## src/design/fcou_pkg.sv

```systemverilog
// ----------------------------------------------------------------------------
// fcou_pkg
// Shared types, constants and tables of the fly camera orientation update.
// ----------------------------------------------------------------------------
package fcou_pkg;

    // Default parameter values
    localparam int ANGLE_FRAC_BITS_DEF = 7;
    localparam int TRIG_ITER_DEF       = 16;

    // Configuration register indexes
    localparam logic [7:0] REG_MOVE_SPEED = 8'd0;
    localparam logic [7:0] REG_MOUSE_GAIN = 8'd1;

    // Configuration reset values
    localparam logic [15:0] MOVE_SPEED_RST = 16'd1280;
    localparam logic [15:0] MOUSE_GAIN_RST = 16'd3277;

    // Shared multiplier widths
    localparam int MUL_AW = 25;
    localparam int MUL_BW = 17;
    localparam int MUL_PW = MUL_AW + MUL_BW;

    // Multiplier operation codes, issued in this order
    localparam logic [3:0] OP_VEL     = 4'd0;
    localparam logic [3:0] OP_YAW     = 4'd1;
    localparam logic [3:0] OP_PITCH   = 4'd2;
    localparam logic [3:0] OP_FX      = 4'd3;
    localparam logic [3:0] OP_FY      = 4'd4;
    localparam logic [3:0] OP_FZ      = 4'd5;
    localparam logic [3:0] OP_RX      = 4'd6;
    localparam logic [3:0] OP_RZ      = 4'd7;
    localparam logic [3:0] OP_MOVE_END = 4'd8;
    localparam logic [3:0] OP_CYCP    = 4'd8;
    localparam logic [3:0] OP_SYCP    = 4'd9;
    localparam logic [3:0] OP_CYSP    = 4'd10;
    localparam logic [3:0] OP_SYSP    = 4'd11;
    localparam logic [3:0] OP_VEC_END = 4'd12;

    // Q1.14 unit
    localparam logic signed [15:0] ONE_Q14 = 16'sd16384;

    // CORDIC constants: gain-compensated start and atan per step (2^32 per turn)
    localparam int CORDIC_MAX = 24;
    localparam logic signed [33:0] CORDIC_GAIN = 34'sd652032874;
    localparam logic [0:23][29:0] ATAN_TBL = {
        30'd536870912, 30'd316933406, 30'd167458907, 30'd85004756,
        30'd42667331,  30'd21354465,  30'd10679838,  30'd5340245,
        30'd2670163,   30'd1335087,   30'd667544,    30'd333772,
        30'd166886,    30'd83443,     30'd41722,     30'd20861,
        30'd10430,     30'd5215,      30'd2608,      30'd1304,
        30'd652,       30'd326,       30'd163,       30'd81
    };

    // Reciprocal of 45 at 2^24, for splitting the angle remainder
    localparam logic [18:0] RECIP45     = 19'd372828;
    localparam int          RECIP45_SH  = 24;

    // Fractional part table: floor(b * 2^k / 45) for b below 45
    function automatic logic [44:0][29:0] build_frac_tbl(input int k);
        logic [44:0][29:0] t;
        longint            n;
        for (int b = 0; b < 45; b++) begin
            n    = longint'(b) <<< k;
            t[b] = 30'(n / 45);
        end
        return t;
    endfunction

    typedef enum logic [2:0] {
        ST_IDLE,
        ST_MUL,
        ST_ACC,
        ST_WRAP,
        ST_TRIG_YAW,
        ST_TRIG_PITCH,
        ST_VEC,
        ST_DONE
    } cam_state_t;

    typedef enum logic [2:0] {
        CS_IDLE,
        CS_SPLIT,
        CS_FRAC,
        CS_ITER,
        CS_DONE
    } trig_state_t;

endpackage

```

## src/design/fcou_mul.sv

```systemverilog
// ----------------------------------------------------------------------------
// fcou_mul
// Shared signed multiplier with a registered product.
// ----------------------------------------------------------------------------
module fcou_mul
    import fcou_pkg::*;
(
    input  logic                     aclk,
    input  logic signed [MUL_AW-1:0] op_a,
    input  logic signed [MUL_BW-1:0] op_b,
    output logic signed [MUL_PW-1:0] prod
);

    logic signed [MUL_PW-1:0] prod_reg;

    // Register the product every cycle
    always_ff @(posedge aclk) begin
        prod_reg <= MUL_PW'(op_a) * MUL_PW'(op_b);
    end

    assign prod = prod_reg;

endmodule

```

## src/design/fcou_cordic.sv

```systemverilog
// ----------------------------------------------------------------------------
// fcou_cordic
// Iterative sine and cosine in Q1.14 of an angle in 2^-AFB degree units.
// ----------------------------------------------------------------------------
module fcou_cordic
    import fcou_pkg::*;
#(
    parameter int ANGLE_FRAC_BITS = ANGLE_FRAC_BITS_DEF,
    parameter int TRIG_ITERATIONS = TRIG_ITER_DEF
) (
    input  logic                          aclk,
    input  logic                          aresetn,
    input  logic                          start,
    input  logic signed [ANGLE_FRAC_BITS+8:0] angle,
    output logic                          done,
    output logic signed [15:0]            sin_q14,
    output logic signed [15:0]            cos_q14
);

    localparam int YW    = ANGLE_FRAC_BITS + 9;
    localparam int RW    = ANGLE_FRAC_BITS + 7;
    localparam int K     = 29 - ANGLE_FRAC_BITS;
    localparam int QUARTER = 90 << ANGLE_FRAC_BITS;
    localparam int FULL    = 360 << ANGLE_FRAC_BITS;
    localparam logic [44:0][29:0] FRAC_TBL = build_frac_tbl(K);

    trig_state_t state_reg, state_next;

    logic [1:0]          quad_reg;
    logic [RW-1:0]       rem_reg;
    logic                zero_reg;
    logic [RW-1:0]       whole_reg;
    logic signed [33:0]  x_reg, y_reg;
    logic signed [32:0]  z_reg;
    logic [4:0]          iter_reg;

    logic signed [YW:0]  wrapped;
    logic [YW-1:0]       mod_ang;
    logic [1:0]          quad;
    logic [RW-1:0]       rem;
    logic [RW+18:0]      recip_prod;
    logic [RW-1:0]       frac_idx_wide;
    logic [5:0]          frac_idx;
    logic signed [33:0]  xs, ys;
    logic signed [32:0]  atan_step;
    logic signed [33:0]  c_round, s_round;
    logic signed [15:0]  c_mag, s_mag;

    // Fold the angle into one turn, then split it into quadrant and remainder
    always_comb begin
        wrapped = (angle < 0) ? ((YW+1)'(angle) + (YW+1)'(FULL)) : (YW+1)'(angle);
        mod_ang = wrapped[YW-1:0];
        if (mod_ang >= YW'(3 * QUARTER)) begin
            quad = 2'd3;
            rem  = RW'(mod_ang - YW'(3 * QUARTER));
        end else if (mod_ang >= YW'(2 * QUARTER)) begin
            quad = 2'd2;
            rem  = RW'(mod_ang - YW'(2 * QUARTER));
        end else if (mod_ang >= YW'(QUARTER)) begin
            quad = 2'd1;
            rem  = RW'(mod_ang - YW'(QUARTER));
        end else begin
            quad = 2'd0;
            rem  = RW'(mod_ang);
        end
    end

    // Remainder divided by 45 through a reciprocal; the rest picks the fraction
    assign recip_prod    = (RW+19)'(rem_reg) * (RW+19)'(RECIP45);
    assign frac_idx_wide = rem_reg - RW'(whole_reg * RW'(45));
    assign frac_idx      = frac_idx_wide[5:0];

    // One rotation step
    assign xs        = x_reg >>> iter_reg;
    assign ys        = y_reg >>> iter_reg;
    assign atan_step = 33'(ATAN_TBL[iter_reg]);

    // Round to Q1.14 and clamp to [0, 1]
    always_comb begin
        c_round = (x_reg + 34'sd32768) >>> 16;
        s_round = (y_reg + 34'sd32768) >>> 16;
        if (zero_reg) begin
            c_mag = ONE_Q14;
            s_mag = 16'sd0;
        end else begin
            if (c_round < 0)
                c_mag = 16'sd0;
            else if (c_round > 34'sd16384)
                c_mag = ONE_Q14;
            else
                c_mag = c_round[15:0];
            if (s_round < 0)
                s_mag = 16'sd0;
            else if (s_round > 34'sd16384)
                s_mag = ONE_Q14;
            else
                s_mag = s_round[15:0];
        end
    end

    // Apply quadrant signs
    always_comb begin
        unique case (quad_reg)
            2'd0: begin
                cos_q14 = c_mag;
                sin_q14 = s_mag;
            end
            2'd1: begin
                cos_q14 = -s_mag;
                sin_q14 = c_mag;
            end
            2'd2: begin
                cos_q14 = -c_mag;
                sin_q14 = -s_mag;
            end
            default: begin
                cos_q14 = s_mag;
                sin_q14 = -c_mag;
            end
        endcase
    end

    // State register
    always_ff @(posedge aclk) begin
        if (!aresetn) begin
            state_reg <= CS_IDLE;
        end else begin
            state_reg <= state_next;
        end
    end

    // Next state and outputs
    always_comb begin
        state_next = state_reg;
        done       = 1'b0;
        unique case (state_reg)
            CS_IDLE: begin
                if (start)
                    state_next = CS_SPLIT;
            end
            CS_SPLIT: begin
                state_next = CS_FRAC;
            end
            CS_FRAC: begin
                state_next = zero_reg ? CS_DONE : CS_ITER;
            end
            CS_ITER: begin
                if (iter_reg == 5'(TRIG_ITERATIONS - 1))
                    state_next = CS_DONE;
            end
            CS_DONE: begin
                done       = 1'b1;
                state_next = CS_IDLE;
            end
            default: begin
                state_next = CS_IDLE;
            end
        endcase
    end

    // Datapath
    always_ff @(posedge aclk) begin
        unique case (state_reg)
            CS_IDLE: begin
                quad_reg <= quad;
                rem_reg  <= rem;
                zero_reg <= (rem == '0);
            end
            CS_SPLIT: begin
                whole_reg <= RW'(recip_prod >> RECIP45_SH);
            end
            CS_FRAC: begin
                z_reg    <= (33'(whole_reg) <<< K) + 33'(FRAC_TBL[frac_idx]);
                x_reg    <= CORDIC_GAIN;
                y_reg    <= 34'sd0;
                iter_reg <= 5'd0;
            end
            CS_ITER: begin
                if (z_reg >= 0) begin
                    x_reg <= x_reg - ys;
                    y_reg <= y_reg + xs;
                    z_reg <= z_reg - atan_step;
                end else begin
                    x_reg <= x_reg + ys;
                    y_reg <= y_reg - xs;
                    z_reg <= z_reg + atan_step;
                end
                iter_reg <= iter_reg + 5'd1;
            end
            default: begin
            end
        endcase
    end

endmodule

```

## src/design/fly_camera_orientation_update.sv

```systemverilog
// ----------------------------------------------------------------------------
// fly_camera_orientation_update
// First-person fly camera: moves the position per frame tick, applies mouse
// look to yaw and pitch, and recomputes the front and up vectors.
// ----------------------------------------------------------------------------
//  channel   direction  handshake             payload
//  s_*       in         s_valid / s_ready     delta_time keys mouse_locked dx dy
//  m_*       out        m_valid / m_ready     pos_xyz front_xyz up_xyz
//  cfg_*     in         cfg_valid / cfg_ready cfg_index cfg_data
//
//  A transaction's length is set by the shared multiplier sequence, the yaw
//  wrap loop and two passes of the CORDIC unit; it is shorter when the mouse
//  is not locked or an angle is a multiple of 90 degrees. s_ready is low
//  while a transaction is in work. A finished result waits in the output
//  register; the next transaction may start meanwhile. Reset is synchronous,
//  active low; cfg_ready stays high.
// ----------------------------------------------------------------------------
module fly_camera_orientation_update
    import fcou_pkg::*;
#(
    parameter int ANGLE_FRAC_BITS = ANGLE_FRAC_BITS_DEF,
    parameter int TRIG_ITERATIONS = TRIG_ITER_DEF
) (
    input  logic               aclk,
    input  logic               aresetn,

    input  logic               s_valid,
    output logic               s_ready,
    input  logic [15:0]        s_delta_time,
    input  logic [5:0]         s_keys,
    input  logic               s_mouse_locked,
    input  logic signed [15:0] s_mouse_dx,
    input  logic signed [15:0] s_mouse_dy,

    output logic               m_valid,
    input  logic               m_ready,
    output logic signed [31:0] m_pos_x,
    output logic signed [31:0] m_pos_y,
    output logic signed [31:0] m_pos_z,
    output logic signed [15:0] m_front_x,
    output logic signed [15:0] m_front_y,
    output logic signed [15:0] m_front_z,
    output logic signed [15:0] m_up_x,
    output logic signed [15:0] m_up_y,
    output logic signed [15:0] m_up_z,

    input  logic               cfg_valid,
    output logic               cfg_ready,
    input  logic [7:0]         cfg_index,
    input  logic [15:0]        cfg_data
);

    localparam int YW    = ANGLE_FRAC_BITS + 9;
    localparam int PW    = ANGLE_FRAC_BITS + 8;
    localparam int TW    = ANGLE_FRAC_BITS + 17;
    localparam int WW    = ANGLE_FRAC_BITS + 18;
    localparam int MSH   = 16 - ANGLE_FRAC_BITS;
    localparam int HALF  = 180 << ANGLE_FRAC_BITS;
    localparam int FULL  = 360 << ANGLE_FRAC_BITS;
    localparam int PLIM  = 89 << ANGLE_FRAC_BITS;
    localparam logic [3:0] WRAP_TOP = 4'd8;

    cam_state_t state_reg, state_next;

    logic [15:0]           move_speed_reg, mouse_gain_reg;
    logic [15:0]           dt_reg;
    logic [5:0]            keys_reg;
    logic                  locked_reg;
    logic signed [15:0]    dx_reg, dy_reg;

    logic signed [31:0]    pos_x_reg, pos_y_reg, pos_z_reg;
    logic signed [YW-1:0]  yaw_reg;
    logic signed [PW-1:0]  pitch_reg;
    logic signed [15:0]    front_x_reg, front_y_reg, front_z_reg;
    logic signed [15:0]    right_x_reg, right_z_reg;
    logic signed [15:0]    up_x_reg, up_y_reg, up_z_reg;

    logic [3:0]            op_reg;
    logic [23:0]           v_reg;
    logic signed [TW-1:0]  ty_reg, tp_reg;
    logic signed [25:0]    tfx_reg, tfy_reg, tfz_reg, trx_reg, trz_reg;
    logic [WW-1:0]         wrap_reg;
    logic [3:0]            wrap_k_reg;
    logic signed [15:0]    sy_reg, cy_reg, sp_reg, cp_reg;
    logic                  launched_reg;

    logic                  m_valid_reg;
    logic signed [31:0]    out_pos_x_reg, out_pos_y_reg, out_pos_z_reg;
    logic signed [15:0]    out_fx_reg, out_fy_reg, out_fz_reg;
    logic signed [15:0]    out_ux_reg, out_uy_reg, out_uz_reg;

    logic signed [MUL_AW-1:0] mul_a;
    logic signed [MUL_BW-1:0] mul_b;
    logic signed [MUL_PW-1:0] prod;
    logic [3:0]               prev_op;
    logic signed [MUL_PW-1:0] mouse_rnd;
    logic signed [MUL_PW-1:0] vec_rnd;
    logic signed [15:0]       vec_q14;

    logic                     trig_start, trig_done;
    logic signed [YW-1:0]     trig_angle;
    logic signed [15:0]       trig_sin, trig_cos;

    logic signed [33:0]       sum_x, sum_y, sum_z;
    logic signed [33:0]       new_x, new_y, new_z;
    logic signed [31:0]       sat_x, sat_y, sat_z;
    logic signed [TW:0]       pitch_sum;
    logic signed [PW-1:0]     pitch_clamped;
    logic signed [WW:0]       wrap_init;
    logic [WW-1:0]            wrap_step;
    logic [WW-1:0]            wrap_sub;
    logic signed [YW:0]       yaw_wide;
    logic                     out_load;

    assign cfg_ready = 1'b1;
    assign prev_op   = op_reg - 4'd1;

    fcou_mul u_mul (
        .aclk (aclk),
        .op_a (mul_a),
        .op_b (mul_b),
        .prod (prod)
    );

    fcou_cordic #(
        .ANGLE_FRAC_BITS (ANGLE_FRAC_BITS),
        .TRIG_ITERATIONS (TRIG_ITERATIONS)
    ) u_cordic (
        .aclk    (aclk),
        .aresetn (aresetn),
        .start   (trig_start),
        .angle   (trig_angle),
        .done    (trig_done),
        .sin_q14 (trig_sin),
        .cos_q14 (trig_cos)
    );

    // Select multiplier operands for the issued operation
    always_comb begin
        mul_a = '0;
        mul_b = '0;
        unique case (op_reg)
            OP_VEL:   begin mul_a = MUL_AW'(move_speed_reg); mul_b = MUL_BW'(dt_reg); end
            OP_YAW:   begin mul_a = MUL_AW'(dx_reg); mul_b = MUL_BW'(mouse_gain_reg); end
            OP_PITCH: begin mul_a = MUL_AW'(dy_reg); mul_b = MUL_BW'(mouse_gain_reg); end
            OP_FX:    begin mul_a = MUL_AW'(v_reg); mul_b = MUL_BW'(front_x_reg); end
            OP_FY:    begin mul_a = MUL_AW'(v_reg); mul_b = MUL_BW'(front_y_reg); end
            OP_FZ:    begin mul_a = MUL_AW'(v_reg); mul_b = MUL_BW'(front_z_reg); end
            OP_RX:    begin mul_a = MUL_AW'(v_reg); mul_b = MUL_BW'(right_x_reg); end
            OP_RZ:    begin mul_a = MUL_AW'(v_reg); mul_b = MUL_BW'(right_z_reg); end
            default: begin
                if (state_reg == ST_VEC) begin
                    unique case (op_reg)
                        OP_CYCP: begin mul_a = MUL_AW'(cy_reg); mul_b = MUL_BW'(cp_reg); end
                        OP_SYCP: begin mul_a = MUL_AW'(sy_reg); mul_b = MUL_BW'(cp_reg); end
                        OP_CYSP: begin mul_a = MUL_AW'(cy_reg); mul_b = MUL_BW'(sp_reg); end
                        OP_SYSP: begin mul_a = MUL_AW'(sy_reg); mul_b = MUL_BW'(sp_reg); end
                        default: begin end
                    endcase
                end
            end
        endcase
    end

    // Round the registered product for mouse terms and vector products
    assign mouse_rnd = (prod + (MUL_PW'(1) <<< (MSH - 1))) >>> MSH;
    assign vec_rnd   = (prod + MUL_PW'(8192)) >>> 14;
    assign vec_q14   = vec_rnd[15:0];

    // Sum the key terms per axis and saturate
    always_comb begin
        sum_x = '0;
        sum_y = '0;
        sum_z = '0;
        if (keys_reg[0]) begin
            sum_x = sum_x + 34'(tfx_reg);
            sum_y = sum_y + 34'(tfy_reg);
            sum_z = sum_z + 34'(tfz_reg);
        end
        if (keys_reg[1]) begin
            sum_x = sum_x - 34'(tfx_reg);
            sum_y = sum_y - 34'(tfy_reg);
            sum_z = sum_z - 34'(tfz_reg);
        end
        if (keys_reg[2]) begin
            sum_x = sum_x - 34'(trx_reg);
            sum_z = sum_z - 34'(trz_reg);
        end
        if (keys_reg[3]) begin
            sum_x = sum_x + 34'(trx_reg);
            sum_z = sum_z + 34'(trz_reg);
        end
        if (keys_reg[4])
            sum_y = sum_y + 34'($signed({1'b0, v_reg}));
        if (keys_reg[5])
            sum_y = sum_y - 34'($signed({1'b0, v_reg}));
        new_x = 34'(pos_x_reg) + sum_x;
        new_y = 34'(pos_y_reg) + sum_y;
        new_z = 34'(pos_z_reg) + sum_z;
        sat_x = (new_x > 34'sd2147483647) ? 32'sh7FFFFFFF :
                (new_x < -34'sd2147483648) ? 32'sh80000000 : new_x[31:0];
        sat_y = (new_y > 34'sd2147483647) ? 32'sh7FFFFFFF :
                (new_y < -34'sd2147483648) ? 32'sh80000000 : new_y[31:0];
        sat_z = (new_z > 34'sd2147483647) ? 32'sh7FFFFFFF :
                (new_z < -34'sd2147483648) ? 32'sh80000000 : new_z[31:0];
    end

    // Pitch update with clamp; yaw offset into a positive range for the wrap
    always_comb begin
        pitch_sum = (TW+1)'(pitch_reg) - (TW+1)'(tp_reg);
        if (pitch_sum > (TW+1)'(PLIM))
            pitch_clamped = PW'(PLIM);
        else if (pitch_sum < -(TW+1)'(PLIM))
            pitch_clamped = -PW'(PLIM);
        else
            pitch_clamped = pitch_sum[PW-1:0];
        wrap_init = (WW+1)'(yaw_reg) + (WW+1)'(ty_reg) + (WW+1)'(HALF)
                  + ((WW+1)'(FULL) <<< 7);
        wrap_step = WW'(FULL) << wrap_k_reg;
        wrap_sub  = (wrap_reg >= wrap_step) ? (wrap_reg - wrap_step) : wrap_reg;
        yaw_wide  = $signed({1'b0, wrap_sub[YW-1:0]}) - (YW+1)'(HALF);
    end

    assign trig_angle = (state_reg == ST_TRIG_YAW) ? yaw_reg : YW'(pitch_reg);

    // State register
    always_ff @(posedge aclk) begin
        if (!aresetn) begin
            state_reg <= ST_IDLE;
        end else begin
            state_reg <= state_next;
        end
    end

    // Next state and handshake outputs
    always_comb begin
        state_next = state_reg;
        s_ready    = 1'b0;
        trig_start = 1'b0;
        out_load   = 1'b0;
        unique case (state_reg)
            ST_IDLE: begin
                s_ready = 1'b1;
                if (s_valid)
                    state_next = ST_MUL;
            end
            ST_MUL: begin
                if (op_reg == OP_MOVE_END)
                    state_next = ST_ACC;
            end
            ST_ACC: begin
                state_next = locked_reg ? ST_WRAP : ST_TRIG_YAW;
            end
            ST_WRAP: begin
                if (wrap_k_reg == 4'd0)
                    state_next = ST_TRIG_YAW;
            end
            ST_TRIG_YAW: begin
                trig_start = !launched_reg;
                if (trig_done)
                    state_next = ST_TRIG_PITCH;
            end
            ST_TRIG_PITCH: begin
                trig_start = !launched_reg;
                if (trig_done)
                    state_next = ST_VEC;
            end
            ST_VEC: begin
                if (op_reg == OP_VEC_END)
                    state_next = ST_DONE;
            end
            ST_DONE: begin
                if (!m_valid_reg || m_ready) begin
                    out_load   = 1'b1;
                    state_next = ST_IDLE;
                end
            end
            default: begin
                state_next = ST_IDLE;
            end
        endcase
    end

    // Configuration registers
    always_ff @(posedge aclk) begin
        if (!aresetn) begin
            move_speed_reg <= MOVE_SPEED_RST;
            mouse_gain_reg <= MOUSE_GAIN_RST;
        end else if (cfg_valid) begin
            if (cfg_index == REG_MOVE_SPEED)
                move_speed_reg <= cfg_data;
            else if (cfg_index == REG_MOUSE_GAIN)
                mouse_gain_reg <= cfg_data;
        end
    end

    // Camera state and sequencing datapath
    always_ff @(posedge aclk) begin
        if (!aresetn) begin
            pos_x_reg    <= 32'sd0;
            pos_y_reg    <= 32'sd0;
            pos_z_reg    <= 32'sd196608;
            yaw_reg      <= -YW'(90 << ANGLE_FRAC_BITS);
            pitch_reg    <= '0;
            front_x_reg  <= 16'sd0;
            front_y_reg  <= 16'sd0;
            front_z_reg  <= -ONE_Q14;
            right_x_reg  <= ONE_Q14;
            right_z_reg  <= 16'sd0;
            up_x_reg     <= 16'sd0;
            up_y_reg     <= ONE_Q14;
            up_z_reg     <= 16'sd0;
            launched_reg <= 1'b0;
            op_reg       <= OP_VEL;
        end else begin
            unique case (state_reg)
                ST_IDLE: begin
                    // Capture the transaction
                    if (s_valid) begin
                        dt_reg     <= s_delta_time;
                        keys_reg   <= s_keys;
                        locked_reg <= s_mouse_locked;
                        dx_reg     <= s_mouse_dx;
                        dy_reg     <= s_mouse_dy;
                        op_reg     <= OP_VEL;
                    end
                end
                ST_MUL: begin
                    // Issue the next product, take the previous one
                    op_reg <= op_reg + 4'd1;
                    if (op_reg != OP_VEL) begin
                        unique case (prev_op)
                            OP_VEL:   v_reg   <= prod[31:8];
                            OP_YAW:   ty_reg  <= mouse_rnd[TW-1:0];
                            OP_PITCH: tp_reg  <= mouse_rnd[TW-1:0];
                            OP_FX:    tfx_reg <= prod[39:14];
                            OP_FY:    tfy_reg <= prod[39:14];
                            OP_FZ:    tfz_reg <= prod[39:14];
                            OP_RX:    trx_reg <= prod[39:14];
                            default:  trz_reg <= prod[39:14];
                        endcase
                    end
                end
                ST_ACC: begin
                    pos_x_reg <= sat_x;
                    pos_y_reg <= sat_y;
                    pos_z_reg <= sat_z;
                    if (locked_reg) begin
                        pitch_reg <= pitch_clamped;
                        wrap_reg  <= wrap_init[WW-1:0];
                    end
                    wrap_k_reg <= WRAP_TOP;
                end
                ST_WRAP: begin
                    // Strip the turn multiple FULL << wrap_k_reg per cycle when it fits
                    wrap_reg   <= wrap_sub;
                    wrap_k_reg <= wrap_k_reg - 4'd1;
                    if (wrap_k_reg == 4'd0)
                        yaw_reg <= yaw_wide[YW-1:0];
                end
                ST_TRIG_YAW: begin
                    if (trig_start)
                        launched_reg <= 1'b1;
                    if (trig_done) begin
                        sy_reg       <= trig_sin;
                        cy_reg       <= trig_cos;
                        launched_reg <= 1'b0;
                    end
                end
                ST_TRIG_PITCH: begin
                    if (trig_start)
                        launched_reg <= 1'b1;
                    if (trig_done) begin
                        sp_reg       <= trig_sin;
                        cp_reg       <= trig_cos;
                        launched_reg <= 1'b0;
                        op_reg       <= OP_CYCP;
                    end
                end
                ST_VEC: begin
                    // Rebuild the basis vectors
                    op_reg      <= op_reg + 4'd1;
                    front_y_reg <= sp_reg;
                    up_y_reg    <= cp_reg;
                    right_x_reg <= -sy_reg;
                    right_z_reg <= cy_reg;
                    if (op_reg != OP_CYCP) begin
                        unique case (prev_op)
                            OP_CYCP: front_x_reg <= vec_q14;
                            OP_SYCP: front_z_reg <= vec_q14;
                            OP_CYSP: up_x_reg    <= -vec_q14;
                            default: up_z_reg    <= -vec_q14;
                        endcase
                    end
                end
                default: begin
                end
            endcase
        end
    end

    // Output register: load on completion, drop on acceptance
    always_ff @(posedge aclk) begin
        if (!aresetn) begin
            m_valid_reg <= 1'b0;
        end else if (out_load) begin
            m_valid_reg <= 1'b1;
        end else if (m_ready) begin
            m_valid_reg <= 1'b0;
        end
    end

    always_ff @(posedge aclk) begin
        if (out_load) begin
            out_pos_x_reg <= pos_x_reg;
            out_pos_y_reg <= pos_y_reg;
            out_pos_z_reg <= pos_z_reg;
            out_fx_reg    <= front_x_reg;
            out_fy_reg    <= front_y_reg;
            out_fz_reg    <= front_z_reg;
            out_ux_reg    <= up_x_reg;
            out_uy_reg    <= up_y_reg;
            out_uz_reg    <= up_z_reg;
        end
    end

    assign m_valid   = m_valid_reg;
    assign m_pos_x   = out_pos_x_reg;
    assign m_pos_y   = out_pos_y_reg;
    assign m_pos_z   = out_pos_z_reg;
    assign m_front_x = out_fx_reg;
    assign m_front_y = out_fy_reg;
    assign m_front_z = out_fz_reg;
    assign m_up_x    = out_ux_reg;
    assign m_up_y    = out_uy_reg;
    assign m_up_z    = out_uz_reg;

endmodule

```

## config.mk

```make
export PLATFORM = sky130hd
export DESIGN_NAME = fly_camera_orientation_update
export DESIGN_NICKNAME = d
export VERILOG_FILES = /design/src/design/fcou_pkg.sv /design/src/design/fcou_mul.sv /design/src/design/fcou_cordic.sv /design/src/design/fly_camera_orientation_update.sv
export SDC_FILE = /design/constraint.sdc
export NUM_CORES = 2
export LEC_CHECK = 0
export ABC_AREA = 1
export BUFFER_PORTS_ARGS = -buffer_cell sky130_fd_sc_hd__clkbuf_2
export CORE_UTILIZATION = 35
export CTS_BUF_LIST = sky130_fd_sc_hd__clkbuf_8 sky130_fd_sc_hd__clkbuf_16
export DETAILED_ROUTE_END_ITERATION = 8
export MAX_ROUTING_LAYER = met4
export PLACE_DENSITY_LB_ADDON = 0.1
export SLEW_MARGIN = 10
export SYNTH_ARGS = -nofsm -noshare
export SYNTH_HDL_FRONTEND = slang
export SYNTH_HIERARCHICAL = 1
export SYNTH_SLANG_ARGS = --single-unit
```

## constraint.sdc

```tcl
create_clock -name aclk -period 17.6 [get_ports aclk]
set_input_delay 3.52 -clock aclk [delete_from_list [all_inputs] [get_ports aclk]]
set_output_delay 3.52 -clock aclk [all_outputs]
set_load 0.01 [all_outputs]
```

==> flow_summary.ini <==
[global_routing]
grt_first_pass_wirelength_mm = 527.4
grt_max_degree = 84
grt_pass1_vias = 86030
gr-total-overflow = 0
antenna_found_initial = 23
grt.total_usage = 0.2541

[run_status]
outcome = finished, final reports clean

[final_layout]
final_cell_mix = nand2_1 (3067), inv_1 (2028), nor2_1 (941), o21ai_0 (901), a21oi_1 (835)
final_nets = 14410
multiInputGateArea_mm2 = 0.05997
layout_commonest_cell = nand2_1
fillers = 28690
drive_gt1_frac = 0.07333
regArea_mm2 = 0.02687
synthToLayoutAreaGrowth_pct = 10.23
stdcell_count = 16770

[placed_design]
dp.cells = 16520
portBuffers = 277
hpwl_mm = 276.5
place_congestion = 0.9356
post-place-ws_ns = 8.245

[setup_path]
critPathLaunch = keys_reg[0]
cp_slowest_stage_delay_ns = 0.54
arrival_ns = 10.12
cp_slowest_cell = a21boi_0
crit_fanout = 42
path_class = reg2reg
reg2reg_to = pos_y_reg[1]
reg2regPathDepth = 42
worstSetupStartpointType = flip-flop
crit_end = pos_y_reg[1]
end_kind = flip-flop
crit_top_cell = nand2_1
required_ns = 18.25
rr_startpoint = keys_reg[0]
r2r_setup_slack_ns = 8.12

[clocking]
cts_made_buffers = 136
cts.sinks = 1005
htreeDepth = 4
clk_pin_slew_ns = 0.06
clock_path_buffers = 4
cts_tree = yes
ctsResizeCount = 0
postCtsHoldBufs = 0
post-cts-setup-buffers = 0
clk_latency_ns = 0.86
cts_root_buf = clkbuf_16

[floorplan]
num_rows = 192
core_area_mm2 = 0.2734
die_x_um = 526.3
start_util = 0.3520
ioPinCount = 279
die-area_mm2 = 0.2770
dieHeight_um = 526.3

[timing]
final_max_slew_viol_count = 0
hold_violations = 0
max_freq_mhz = 105.5
post-route-period-util = 0.5384
fin_skew_ns = 0.07796
finalCriticalPeriod_ns = 9.476
setup_viol = 0
rsz0062_at_grt = false
fin_tns_setup_ns = 0
tightest_slew_ns = 1.132
max_slew_margin = 0.2373
timing.final.ws_setup_ns = 8.124

[routing]
via_per_inst = 5.219
routed_wl_mm = 349.5
drcViolationCount = 0
drt-initial-drc-count = 7653
vias = 87530
drt_pass1_iterations = 7
postRouteAntennaNets = 0
wire_per_inst_um = 20.84

[synthesis]
synth_warnings = 6
postSynthCellCount = 12930
syn_area_mm2 = 0.09622
syn_nets = 14270
syn_area_per_cell_um2 = 7.444

[run]
drv_cap = 0

[worst_hold_path]
hp-class = reg2reg
[final cells by class]
| class | instances | area share |
|---|---|---|
| Multi-Input combinational cell | 9452 | 0.5654 |
| Sequential cell | 1005 | 0.2533 |
| Inverter | 2060 | 0.07301 |
| Tap cell | 3589 | 0.04234 |
| Clock buffer | 158 | 0.03569 |
| Timing Repair Buffer | 410 | 0.02254 |
| Clock inverter | 88 | 0.007468 |
| Antenna cell | 9 | 0.0002123 |
[through the flow]
| stage | utilization | hold slack (ns) | area (um2) |
|---|---|---|---|
| 2_1_floorplan | - | 0.4030 | 96220 |
| 3_3_place_gp | 0.3711 | 0.4112 | 101500 |
| 3_5_place_dp | 0.3711 | 0.4162 | 101500 |
| 4_1_cts | 0.3879 | 0.4307 | 106000 |
| 5_1_grt | 0.3879 | 0.4413 | 106000 |
| 6_report | 0.3880 | 0.4273 | 106100 |
[layer usage]
layer  track usage  routed length [um]  part of all wire  vias up
li1              -                   -                 -    42700
met1        0.3467              163900              0.47    41870
met2        0.3990              156400              0.45     2523
met3       0.02368               17560             0.050      438
met4       0.07373               11620             0.033        0
met5             -                   0                 0        -
[how the worst min path moves through the flow]
stage | endpoint | slack, ns | depth (start not counted) | startpoint
final | m_front_z[6] | 0.43 | 0 | front_z_reg[6]
after detailed placement | m_up_z[11] | 0.42 | 0 | up_z_reg[11]
after floorplan | m_up_x[0] | 0.40 | 0 | up_x_reg[0]
after CTS | m_up_z[11] | 0.43 | 0 | up_z_reg[11]
after global placement | m_up_x[0] | 0.41 | 0 | up_x_reg[0]
after global routing | m_up_x[14] | 0.44 | 0 | up_x_reg[14]
[critical path, delay by kind of cell, from the launching register on]
kind | cells | cell delay (ns)
compound gates | 12 | 2.86
buf+inv | 5 | 1.16
fa+ha+maj | 4 | 1.29
flops | 1 | 0.32
xor+xnor | 2 | 0.38
simple gates | 19 | 3.29
Power is left out: the tool's default activity adds up to more than one toggle a clock period on the data nets, which glitch-free logic cannot reach.
